===== config.mk =====
export PLATFORM = sky130hd
export DESIGN_NAME = group_label_table_relabel_core
export DESIGN_NICKNAME = d
export VERILOG_FILES = /design/src/hw/rtl/glt_pkg.sv /design/src/hw/rtl/group_label_table_relabel_core.sv /design/src/hw/rtl/glt_datapath.sv /design/src/hw/rtl/glt_ctrl.sv
export SDC_FILE = /design/constraint.sdc
export NUM_CORES = 1
export LEC_CHECK = 0
export BUFFER_PORTS_ARGS = -buffer_cell sky130_fd_sc_hd__buf_2
export CAP_MARGIN = 20
export CORE_AREA = 2 2 238 240
export DETAILED_ROUTE_END_ITERATION = 7
export DIE_AREA = 0 0 240 242
export GPL_ROUTABILITY_DRIVEN = 0
export PLACE_DENSITY_LB_ADDON = 0.25
export SLEW_MARGIN = 20
export SYNTH_ARGS = -nofsm -noshare
export SYNTH_HDL_FRONTEND = slang
export SYNTH_SLANG_ARGS = --single-unit

===== constraint.sdc =====
create_clock -name clk -period 4.7 [get_ports clk]
set_input_delay 0.705 -clock clk [delete_from_list [all_inputs] [get_ports clk]]
set_output_delay 0.705 -clock clk [all_outputs]
set_load 0.01 [all_outputs]

===== src/hw/rtl/glt_pkg.sv =====
`timescale 1ns / 1ps

package glt_pkg;

    localparam int NODE_W            = 6;
    localparam int LABEL_W           = 6;
    localparam int COUNT_W           = 7;
    localparam int NUM_LABELS        = 1 << LABEL_W;
    localparam int MAX_NODES_DEFAULT = 64;

    localparam logic [COUNT_W-1:0] NODE_COUNT_RESET = 7'd64;

    localparam logic MODE_ASSIGN = 1'b0;
    localparam logic MODE_EXPORT = 1'b1;

    // controller to datapath
    typedef struct packed {
        logic label_wr;     // write input label into the node table
        logic start;        // begin export: clear seen bits, fresh counter, walk index
        logic label_rd;     // fetch the node table entry at the walk index
        logic map_miss;     // first sighting: allocate fresh label
        logic map_rd;       // fetch the stored renumbered label
        logic out_load_map; // load output label from the rename read
        logic walk_inc;     // advance to the next node
    } glt_cmd_t;

    // datapath to controller
    typedef struct packed {
        logic assign_ok;    // input node is below the effective count
        logic count_zero;   // effective count is zero
        logic hit;          // group already seen in this export
        logic last;         // walk index is the final node
    } glt_status_t;

endpackage


===== src/hw/rtl/group_label_table_relabel_core.sv =====
`timescale 1ns / 1ps
// assign word: taken while idle, no result word
// export word: per node a node table read, a seen check, a rename table read only when its
// group is already seen (both reads are registered memory ports), then emit until out_ready
// during an export no input word is taken until the last result leaves
// reset (async, active low) clears the controller, seen bits, fresh counter and node_count = 64
// node and rename tables are not cleared

module group_label_table_relabel_core #(
    parameter int MAX_NODES = glt_pkg::MAX_NODES_DEFAULT
) (
    input  logic                          clk,
    input  logic                          rst_n,
    // configuration: node_count
    input  logic                          cfg_wr_en,
    input  logic [glt_pkg::COUNT_W-1:0]   cfg_wr_data,
    // input word
    input  logic                          in_valid,
    output logic                          in_ready,
    input  logic                          mode,
    input  logic [glt_pkg::NODE_W-1:0]    node,
    input  logic [glt_pkg::LABEL_W-1:0]   label,
    // result word
    output logic                          out_valid,
    input  logic                          out_ready,
    output logic [glt_pkg::NODE_W-1:0]    out_node,
    output logic [glt_pkg::LABEL_W-1:0]   new_label,
    output logic                          last
);
    import glt_pkg::*;

    glt_cmd_t    cmd;
    glt_status_t status;

    // sequencer: idle, table read, seen check, rename read, emit
    glt_ctrl u_ctrl (
        .clk       (clk),
        .rst_n     (rst_n),
        .in_valid  (in_valid),
        .in_ready  (in_ready),
        .mode      (mode),
        .out_valid (out_valid),
        .out_ready (out_ready),
        .status    (status),
        .cmd       (cmd)
    );

    // tables, seen bits, fresh label counter, walk index and output register
    glt_datapath #(
        .MAX_NODES (MAX_NODES)
    ) u_datapath (
        .clk         (clk),
        .rst_n       (rst_n),
        .cfg_wr_en   (cfg_wr_en),
        .cfg_wr_data (cfg_wr_data),
        .node        (node),
        .label       (label),
        .cmd         (cmd),
        .status      (status),
        .out_node    (out_node),
        .new_label   (new_label)
    );

    // last flag follows the walk index, which holds while the result word waits
    assign last = status.last;

endmodule


===== src/hw/rtl/glt_datapath.sv =====
`timescale 1ns / 1ps

module glt_datapath #(
    parameter int MAX_NODES = glt_pkg::MAX_NODES_DEFAULT
) (
    input  logic                          clk,
    input  logic                          rst_n,
    input  logic                          cfg_wr_en,
    input  logic [glt_pkg::COUNT_W-1:0]   cfg_wr_data,
    input  logic [glt_pkg::NODE_W-1:0]    node,
    input  logic [glt_pkg::LABEL_W-1:0]   label,
    input  glt_pkg::glt_cmd_t             cmd,
    output glt_pkg::glt_status_t          status,
    output logic [glt_pkg::NODE_W-1:0]    out_node,
    output logic [glt_pkg::LABEL_W-1:0]   new_label
);
    import glt_pkg::*;

    localparam int IDX_W = $clog2(MAX_NODES);
    localparam logic [COUNT_W-1:0] MAX_COUNT = COUNT_W'(MAX_NODES);

    logic [LABEL_W-1:0]    label_mem [MAX_NODES];
    logic [LABEL_W-1:0]    map_mem   [NUM_LABELS];

    logic [COUNT_W-1:0]    node_count_reg;
    logic [COUNT_W-1:0]    eff_count;
    logic [NODE_W-1:0]     walk_reg;
    logic [NODE_W-1:0]     walk_next;
    logic [LABEL_W-1:0]    fresh_reg;
    logic [LABEL_W-1:0]    fresh_next;
    logic [NUM_LABELS-1:0] seen_reg;
    logic [NUM_LABELS-1:0] seen_next;
    logic [LABEL_W-1:0]    label_q;
    logic [LABEL_W-1:0]    map_q;
    logic [LABEL_W-1:0]    out_label_reg;

    assign eff_count = (node_count_reg > MAX_COUNT) ? MAX_COUNT : node_count_reg;

    always_comb
    begin
        walk_next  = walk_reg;
        fresh_next = fresh_reg;
        seen_next  = seen_reg;
        if (cmd.start)
        begin
            walk_next  = '0;
            fresh_next = '0;
            seen_next  = '0;
        end
        else
        begin
            if (cmd.walk_inc)
            begin
                walk_next = walk_reg + NODE_W'(1);
            end
            if (cmd.map_miss)
            begin
                fresh_next         = fresh_reg + LABEL_W'(1);
                seen_next[label_q] = 1'b1;
            end
        end
    end

    always_ff @(posedge clk or negedge rst_n)
    begin
        if (!rst_n)
        begin
            node_count_reg <= NODE_COUNT_RESET;
            walk_reg       <= '0;
            fresh_reg      <= '0;
            seen_reg       <= '0;
        end
        else
        begin
            if (cfg_wr_en)
            begin
                node_count_reg <= cfg_wr_data;
            end
            walk_reg  <= walk_next;
            fresh_reg <= fresh_next;
            seen_reg  <= seen_next;
        end
    end

    // node table
    always_ff @(posedge clk)
    begin
        if (cmd.label_wr)
        begin
            label_mem[node[IDX_W-1:0]] <= label;
        end
        if (cmd.label_rd)
        begin
            label_q <= label_mem[walk_reg[IDX_W-1:0]];
        end
    end

    // rename table
    always_ff @(posedge clk)
    begin
        if (cmd.map_miss)
        begin
            map_mem[label_q] <= fresh_reg;
        end
        if (cmd.map_rd)
        begin
            map_q <= map_mem[label_q];
        end
    end

    always_ff @(posedge clk)
    begin
        if (cmd.map_miss)
        begin
            out_label_reg <= fresh_reg;
        end
        else if (cmd.out_load_map)
        begin
            out_label_reg <= map_q;
        end
    end

    assign status.assign_ok  = ({1'b0, node} < eff_count);
    assign status.count_zero = (eff_count == '0);
    assign status.hit        = seen_reg[label_q];
    assign status.last       = (({1'b0, walk_reg} + COUNT_W'(1)) == eff_count);

    assign out_node  = walk_reg;
    assign new_label = out_label_reg;

endmodule


===== src/hw/rtl/glt_ctrl.sv =====
`timescale 1ns / 1ps

module glt_ctrl (
    input  logic                  clk,
    input  logic                  rst_n,
    input  logic                  in_valid,
    output logic                  in_ready,
    input  logic                  mode,
    output logic                  out_valid,
    input  logic                  out_ready,
    input  glt_pkg::glt_status_t  status,
    output glt_pkg::glt_cmd_t     cmd
);
    import glt_pkg::*;

    localparam logic [2:0] S_IDLE     = 3'd0;
    localparam logic [2:0] S_RD_LABEL = 3'd1;
    localparam logic [2:0] S_CHECK    = 3'd2;
    localparam logic [2:0] S_MAP      = 3'd3;
    localparam logic [2:0] S_EMIT     = 3'd4;

    logic [2:0] state_reg;
    logic [2:0] state_next;
    logic       in_fire;

    assign in_ready  = (state_reg == S_IDLE);
    assign out_valid = (state_reg == S_EMIT);
    assign in_fire   = in_valid && in_ready;

    always_comb
    begin
        state_next = state_reg;
        cmd        = '0;
        case (state_reg)
            S_IDLE:
            begin
                if (in_fire)
                begin
                    if (mode == MODE_ASSIGN)
                    begin
                        cmd.label_wr = status.assign_ok;
                    end
                    else if (!status.count_zero)
                    begin
                        cmd.start  = 1'b1;
                        state_next = S_RD_LABEL;
                    end
                end
            end
            S_RD_LABEL:
            begin
                cmd.label_rd = 1'b1;
                state_next   = S_CHECK;
            end
            S_CHECK:
            begin
                if (status.hit)
                begin
                    cmd.map_rd = 1'b1;
                    state_next = S_MAP;
                end
                else
                begin
                    cmd.map_miss = 1'b1;
                    state_next   = S_EMIT;
                end
            end
            S_MAP:
            begin
                cmd.out_load_map = 1'b1;
                state_next       = S_EMIT;
            end
            S_EMIT:
            begin
                if (out_ready)
                begin
                    if (status.last)
                    begin
                        state_next = S_IDLE;
                    end
                    else
                    begin
                        cmd.walk_inc = 1'b1;
                        state_next   = S_RD_LABEL;
                    end
                end
            end
            default:
            begin
                state_next = S_IDLE;
            end
        endcase
    end

    always_ff @(posedge clk or negedge rst_n)
    begin
        if (!rst_n)
        begin
            state_reg <= S_IDLE;
        end
        else
        begin
            state_reg <= state_next;
        end
    end

endmodule

**Word-level counts from Yosys, hierarchy flattened**

Memory sizes are Yosys's and may differ from the RTL's. A register that Yosys moved wholly into a read port is not among the register bits.
Index checks and enable logic that the tools add are counted.
Widths: inputs -> output; s select.

- Register bits: 92
- Bits in writable memories: 768
- Bits of input ports: 25
- Output and inout bits: 15
- Memories: 2

Memories:

| name | words | bits a word | read ports | clocked after memory_dff | write ports | line | text |
|---|---|---|---|---|---|---|---|
| u_datapath.label_mem | 64 | 6 | 1 | 1 | 1 | glt_datapath.sv:22 | `logic [LABEL_W-1:0] label_mem [MAX_NODES];` |
| u_datapath.map_mem | 64 | 6 | 1 | 1 | 1 | glt_datapath.sv:23 | `logic [LABEL_W-1:0] map_mem [NUM_LABELS];` |

- Add/subtract/negate cells: 3
- Magnitude comparators: 4
- Eq/ne operators: 9
- Muxes and demuxes: 37
- Bitwise gates (word level): 1
- Reduce and logical (&&, ||, !) cells: 8

Operators by type and width:

| cell | number |
|---|---|
| $mux 64 | 2 |
| $or 64x64->64 | 1 |
| $mux 6 | 6 |
| $mux 1 | 17 |
| $mux 3 | 5 |
| $pmux 3 s5 | 1 |
| $add 6x1->6 const B | 2 |
| $add 6x1->7 const B | 1 |
| $eq 7x7->1 | 1 |
| $gt 7x7->1 const B | 1 |
| $logic_not 7->1 | 1 |
| $lt 6x7->1 | 1 |
| $lt 6x7->1 const B | 1 |
| $mux 7 | 1 |
| $bmux 1 s6 | 1 |
| $demux 1 s6 | 1 |
| $eq 3x2->1 const B | 2 |
| $ge 6x1->1 const B | 1 |
| $mux 2 | 3 |
| $ne 2x2->1 const B | 3 |
| $reduce_bool 2->1 | 3 |
| $reduce_and 4->1 | 1 |
| $eq 3x1->1 const B | 1 |
| $eq 3x3->1 const B | 1 |
| 3 further kinds | 4 |

**Depth between registers and ports, before layout**

Gate-level depths: netlist of the first run.

- Depth in word-level cells: 9
- Gate-level depth with buffers: 13
- Depth with buffers taken out: 8

**By module**

A second synthesis of the first run with hierarchy kept.

- Cells, all modules: 2,018
- Area total of the unflattened synthesis: 34,773.4 um2

By module, submodules not included:

| module | times used | cells an instance | area each (um2) |
|---|---|---|---|
| glt_datapath | 1 | 1,993 | 34,565.7 |
| glt_ctrl | 1 | 25 | 207.7 |

**Least setup slack after synthesis of the first run**

No wires, ideal clock.

- Path kind: flip-flop to flip-flop
- Start point: register u_datapath.node_count_reg[6]
- End point: memory u_datapath.label_mem[11][0], enable pin
- Library setup time: 0.363 ns
- Data arrival time: 3.124 ns
- Data required time: 4.337 ns
- Slack: 1.213 ns
- Stages on the path, launching flop included: 14
- Cells stage by stage: dfstp_2 clkbuf_1 inv_2 clkbuf_1 clkbuf_1 nand2_1 ha_1 a21o_1 a21o_1 a211o_1 a31o_2 clkbuf_1 buf_1 a21oi_1

- Longest elaborated chain between the ends: 8

RTL lines:

| what | line | text |
|---|---|---|
| from (decl) | glt_datapath.sv:25 | `logic [COUNT_W-1:0] node_count_reg;` |
| from (signal assigned) | glt_datapath.sv:77 | `node_count_reg <= cfg_wr_data;` |
| $gt 7x7->1 | glt_datapath.sv:37 | `assign eff_count = (node_count_reg > MAX_COUNT) ? MAX_COUNT : node_count_reg;` |
| $mux 7 * | glt_datapath.sv:37 |  |
| $lt 6x7->1 * | glt_datapath.sv:123 | `assign status.assign_ok = ({1'b0, node} < eff_count);` |
| $mux 1 * | glt_ctrl.sv:39 | `if (mode == MODE_ASSIGN)` |
| $mux 2 * | glt_ctrl.sv:37 | `if (in_fire)` |
| $mux 2 * | glt_ctrl.sv:34 | `case (state_reg)` |
| $mux 1 * | glt_datapath.sv:88 | `if (cmd.label_wr)` |
| $mux 1 (implied by the code) * | glt_datapath.sv:90 | `label_mem[node[IDX_W-1:0]] <= label;` |
| to (decl) | glt_datapath.sv:22 |  |

Every way passes the cells marked *; elsewhere a longest branch is shown, timed or not.

**Final worst setup path of the first run**

- Start point: register u_datapath.label_q[0], read port of u_datapath.label_mem
- End point: memory u_datapath.map_mem[29][3], enable pin

- Longest elaborated chain between the ends: 6

RTL lines:

| what | line | text |
|---|---|---|
| from (decl) | glt_datapath.sv:33 | `logic [LABEL_W-1:0] label_q;` |
| $bmux 1 s6 | glt_datapath.sv:125 | `assign status.hit = seen_reg[label_q];` |
| $mux 1 (implied by the code) | glt_datapath.sv:125 |  |
| $mux 1 | glt_ctrl.sv:57 | `if (status.hit)` |
| $mux 2 | glt_ctrl.sv:34 |  |
| $mux 1 | glt_datapath.sv:101 | `if (cmd.map_miss)` |
| $mux 1 (implied by the code) | glt_datapath.sv:103 | `map_mem[label_q] <= fresh_reg;` |
| to (decl) | glt_datapath.sv:23 |  |

Several ways; a longest one is shown, not always the timed one. The select of a mux whose other input is x is not followed.

==> results.sh, run 1 <==
export IMPL_status="completed"
export IMPL_rr_worst_depth=6
export IMPL_synth_edff_count=786
export IMPL_power_density_mw_per_mm2=490
export IMPL_yosysTopAreaCellShare_pct=68.0
export IMPL_cp_arrival_ns=4.24
export IMPL_first_pass_iters=6
export IMPL_globalRouteOverflowTotal=0
export IMPL_post_cts_buffers=0
export IMPL_vias=20700
export IMPL_ys_seq_area_share_pct=74.2
export IMPL_ios=40
export IMPL_h_tree_depth=3
export IMPL_cts_root_buffer="clkbuf_16"
export IMPL_grt_setup_unrepaired="false"
export IMPL_areaGrowthSynthToFinish_pct=12.6
export IMPL_synth_area_leaders="edfxtp_1, dfrtp_1, mux4_2"
export IMPL_vdd_drop_max_uv=382
export IMPL_cp_required_ns=4.96
export IMPL_cts_made_buffers=85
export IMPL_cap_viol_max_count=0
export IMPL_coreArea_sq_mm=0.0557
export IMPL_grt_pass1_wl_mm=133
export IMPL_drt_iter0_markers=2997
export IMPL_p_int_mw=14.0
export IMPL_dieArea_sq_mm=0.0581
export IMPL_slew_limit_headroom_pct=24.5
export IMPL_grt_max_degree=97
export IMPL_drt_total_wl_mm=89.6
export IMPL_die_h_um=242
export IMPL_hold_buffers=0
export IMPL_grt_total_usage_pct=31.3
export IMPL_rows=87
export IMPL_viasPerCell=6.96
export IMPL_ant_nets=0
export IMPL_pwr_share_clk_pct=36.3
export IMPL_io_buffers=39
export IMPL_wl_per_cell_um=30.1
export IMPL_syn_inst=2063
export IMPL_path_clk_slew_ns=0.06
export IMPL_period_share_pct=84.5
export IMPL_drive_above_1_share_pct=18.3
export IMPL_comb_power_share_pct=16.8
export IMPL_hold_ws_ns=0.181
export IMPL_worstSkewPairLatency_ns=0.64
export IMPL_synth_cell_types=69
export IMPL_drc=0
export IMPL_die_w_um=240
export IMPL_max_freq_mhz=252
export IMPL_cts_sinks=872
export IMPL_worstMarginPinSlew_ns=1.13
export IMPL_path_class="reg -> reg"
export IMPL_cp_end_kind="register"
export IMPL_yosys_warnings=0
export IMPL_p_seq_share_pct=46.9
export IMPL_cts_tree="built"
export IMPL_synth_main_ff_cell="edfxtp_1"
export IMPL_power_switching_mw=5.16
export IMPL_tns_ns=0
export IMPL_startpoint_type="register"
export IMPL_finalCriticalPeriod_ns=3.97
export IMPL_n_fill_cell=3481
export IMPL_clk_path_buf_depth=3
export IMPL_post_dp_hpwl_mm=55.6
export IMPL_grt_antenna_before_repair=2
export IMPL_ys_ff_latch=872
export IMPL_setup_violations_final=0
export IMPL_synth_most_common_cell="edfxtp_1"
export IMPL_synthesis_nets=2095
export IMPL_cts_resized=0
export IMPL_slew_viol_final=0
export IMPL_grt_pass1_vias=20300
export IMPL_hp_class="in -> async"
export IMPL_finalHoldViolations=0
export IMPL_fin_nets=2183
export IMPL_synthArstFlopShare_pct=9.86
export IMPL_post_synth_most_frequent_cells="edfxtp_1, a22oi_1, nand2_1"
export IMPL_syn_area_sq_mm=0.0347
export IMPL_sw_frac_of_total_pct=27.0
export IMPL_yosysTopAreaCell="edfxtp_1"
export IMPL_post_synth_cell_area_avg_sq_um=16.8
export IMPL_start_util_pct=62.3
export IMPL_cp_max_fo=28
export IMPL_skew_ns=0.0343
export IMPL_leakage_nw=12.9
[placed cells by master (no fill, tap or decap), drive strengths merged, types with 20 or more instances in the layout]
cell type	n
edfxtp	786
buf	149
a22oi	135
nand2	129
clkbuf	110
mux2i	109
a21oi	100
dfrtp	85
mux4	74
nor3	58
o221ai	48
o21a	44
nor2	26
o22ai	24
a21o	23
clkinv	23
nand3	20
[area by class of cell]
type / count / area (sq um) / share of cell area [%]
diodes: 2 / 5.00 / 0.0128
clock buffers: 110 / 2310 / 5.92
clock inverters: 42 / 541 / 1.38
inverters: 12 / 45.0 / 0.115
multi-input cells: 1031 / 8400 / 21.5
flip-flops and latches: 872 / 25800 / 66.0
well taps: 756 / 946 / 2.42
repair buffers: 149 / 1050 / 2.68
[power by group through the flow]
| stage | sequential [mW] | combinational [mW] | clock, mW |
|---|---|---|---|
| 2_1_floorplan | 9.06 | 2.09 | 0 |
| 3_3_place_gp | 9.13 | 3.10 | 0 |
| 3_5_place_dp | 9.13 | 3.15 | 0 |
| 4_1_cts | 8.97 | 3.18 | 6.97 |
| 5_1_grt | 9.00 | 3.37 | 7.28 |
| 6_report | 8.98 | 3.21 | 6.94 |
[logic make-up after synthesis]
group | share of synthesized area [%]
multiplexers | 8.53
AO/OA/AOI/OAI | 10.2
AND/OR/NAND/NOR | 4.85
flip-flops | 74.2
buffers and inverters | 1.78
XOR/XNOR | 0.115
adder cells (fa/ha/maj) | 0.252
[worst paths after layout]
kind	start	slack, ns	to
worst max-delay path	u_datapath.label_q[0]	0.73	u_datapath.map_mem[29][3]
worst max register to register	u_datapath.label_q[0]	0.73	u_datapath.map_mem[29][3]
max in group asynchronous	rst_n	3.55	u_datapath.node_count_reg[6]
min in group clk	cfg_wr_data[6]	0.29	u_datapath.node_count_reg[6]
worst min register to register	u_datapath.seen_reg[10]	0.48	u_datapath.seen_reg[10]
worst min-delay path	rst_n	0.18	u_datapath.seen_reg[35]
[per-layer routing]
layer / GRT usage [%] / routed length (um) / share of wire [%] / vias up
met3: 4.60 / 8310 / 9.3 / 257
met2: 49.8 / 43500 / 49 / 1400
li1: - / - / - / 8602
met1: 42.8 / 32900 / 37 / 10400
met4: 15.7 / 4960 / 5.5 / 0
met5: 0 / 0 / 0 / -
[critical path, cell delays in order (launching register included)]
cell and delay (ns):
edfxtp_1 0.83, buf_4 0.48, mux4_2 0.58, a32oi_1 0.22, o2111a_1 0.31, nand4_1 0.49
nor2_1 0.68
[through the flow]
step / area, sq um / utilization [%] / setup WS (ns) / total power [mW] / instances
final: 39100 / 70.1 / 0.729 / 19.1 / 2974
after CTS: 39100 / 70.1 / 0.868 / 19.1 / 2972
after detailed placement: 36200 / 65.0 / 0.888 / 12.3 / 2820
after global routing: 39100 / 70.1 / 0.613 / 19.6 / 2974
after global placement: 36200 / 65.0 / 1.04 / 12.2 / 2820
after floorplan: 34700 / - / 1.21 / 11.1 / 2063
No activity file was read; power rests on OpenSTA's default activity.
==> inputs of run 2 (changes only) <==
CORE_AREA = 2 2 250 252   (was 2 2 238 240)
DIE_AREA = 0 0 252 254   (was 0 0 240 242)
clock period = 3.4 ns   (was 4.7 ns; I/O delays follow)
==> results.sh, run 2 (synthesized netlist as in run 1, its figures left out) <==
export IMPL_status="finished with violations"
export IMPL_violations="negative hold slack"
export IMPL_drt_total_wl_mm=93.4
export IMPL_slew_viol_final=0
export IMPL_ant_nets=0
export IMPL_cts_sinks=872
export IMPL_leakage_nw=13.6
export IMPL_startpoint_type="register"
export IMPL_slew_limit_headroom_pct=26.9
export IMPL_io_buffers=39
export IMPL_globalRouteOverflowTotal=0
export IMPL_vdd_drop_max_uv=671
export IMPL_period_share_pct=96.4
export IMPL_drt_iter0_markers=2860
export IMPL_rr_worst_depth=8
export IMPL_path_class="reg -> out"
export IMPL_skew_ns=0.0220
export IMPL_first_pass_iters=5
export IMPL_cp_max_fo=13
export IMPL_finalHoldViolations=1
export IMPL_regToRegSetupSlack_ns=0.16
export IMPL_cts_root_buffer="clkbuf_16"
export IMPL_drc=0
export IMPL_cp_slowest_stage_delay_ns=0.74
export IMPL_cp_required_ns=2.89
export IMPL_fin_nets=2292
export IMPL_final_cell_mix="edfxtp_1, buf_4, a22oi_1"
export IMPL_die_h_um=254
export IMPL_crit_path_top_delay_cell="dfrtp_1"
export IMPL_tns_ns=0
export IMPL_post_dp_hpwl_mm=59.5
export IMPL_worstMarginPinSlew_ns=1.09
export IMPL_r2r_start="u_datapath.label_q[0]"
export IMPL_h_tree_depth=3
export IMPL_grt_antenna_before_repair=3
export IMPL_cts_tree="built"
export IMPL_viasPerCell=6.77
export IMPL_start_util_pct=56.6
export IMPL_grt_max_degree=73
export IMPL_dieArea_sq_mm=0.0640
export IMPL_rows=91
export IMPL_clk_path_buf_depth=3
export IMPL_hold_buffers=0
export IMPL_worstSkewPairLatency_ns=0.63
export IMPL_path_clk_slew_ns=0.06
export IMPL_drive_above_1_share_pct=23.2
export IMPL_total_power_mw=27.3
export IMPL_hold_ws_ns=-0.00218
export IMPL_power_density_mw_per_mm2=678
export IMPL_timing_rr_end="u_datapath.map_mem[54][0]"
export IMPL_mostFrequentLayoutCell="edfxtp_1"
export IMPL_hp_class="in -> async"
export IMPL_grt_total_usage_pct=29.4
export IMPL_grt_pass1_vias=20800
export IMPL_cts_made_buffers=87
export IMPL_coreArea_sq_mm=0.0613
export IMPL_ios=40
export IMPL_cp_end_kind="output pin"
export IMPL_wl_per_cell_um=29.9
export IMPL_max_freq_mhz=305
export IMPL_n_fill_cell=4090
export IMPL_grt_pass1_wl_mm=137
export IMPL_cap_viol_max_count=0
export IMPL_worst_path_buf_inv=2
export IMPL_n_antenna_cell=0
export IMPL_path_cells="nand2_1, a2111oi_1, o21a_1, a311oi_1, buf_4, nor2_1, buf_2"
export IMPL_vias=21100
export IMPL_die_w_um=252
export IMPL_setup_violations_final=0
export IMPL_cp_arrival_ns=2.77
export IMPL_areaGrowthSynthToFinish_pct=16.1
export IMPL_finalCriticalPeriod_ns=3.28
export IMPL_critPathTopFamily="flip-flops"
## run 2: cell types whose count changed in the layout (fill, tap and decap cells not counted), sizes merged
cell      previous run  this run
buf                149       256
bufinv              10        12
clkbuf             110       106
clkinv              23        29
clkinvlp             4        12
diode                2         0
inv                 17        16
## run 2: layout make-up
type	count	area, sq um	area share (%)
inverters	12	45.0	0.112
clock buffers	106	2380	5.92
repair buffers	256	2010	5.00
well taps	790	988	2.45
flip-flops and latches	872	25800	64.0
clock inverters	57	654	1.62
multi-input cells	1031	8440	20.9
## run 2: worst max-delay path by stage
stage	start	endpoint	slack [ns]	cells past startpoint
floorplan	u_datapath.node_count_reg[6]	u_datapath.label_mem[11][0]	-0.09	13
global placement	u_datapath.label_q[2]	u_datapath.map_q[4]	-0.02	9
detailed placement	u_datapath.label_q[2]	u_datapath.map_q[4]	0.04	9
CTS	u_datapath.out_node[1]	last	0.01	7
global route	u_datapath.label_q[0]	u_datapath.map_mem[6][0]	-0.02	8
finish	u_datapath.out_node[4]	last	0.12	7
## run 2: metal layers
metal	share of wire, %	track usage [%]
met5	0.015	0
met4	3.1	9.50
met3	12	7.28
met2	45	43.9
met1	40	43.1
## run 2: stage by stage
| stage | instance area [sq um] | setup WS (ns) | utilization (%) | std cells |
|---|---|---|---|---|
| detailed placement | 37200 | 0.0421 | 60.7 | 2954 |
| global route | 40300 | -0.0240 | 65.8 | 3124 |
| finish | 40300 | 0.123 | 65.8 | 3124 |
| CTS | 40200 | 0.0140 | 65.7 | 3120 |
| floorplan | 34700 | -0.0873 | - | 2063 |
| global placement | 37200 | -0.0187 | 60.7 | 2954 |
## run 2: what timing repair did
item,4_1_cts,5_1_grt
resized for setup,3,4
pin swaps,2,2
endpoints found under the setup margin,1,47
gates cloned,0,0
setup buffers,3,4
## run 2: power by group
| group | leakage [nW] | internal, mW | switching (mW) |
|---|---|---|---|
| logic | 3.82 | 1.84 | 3.03 |
| registers | 8.32 | 12.1 | 0.301 |
| clock network | 1.46 | 5.95 | 4.09 |
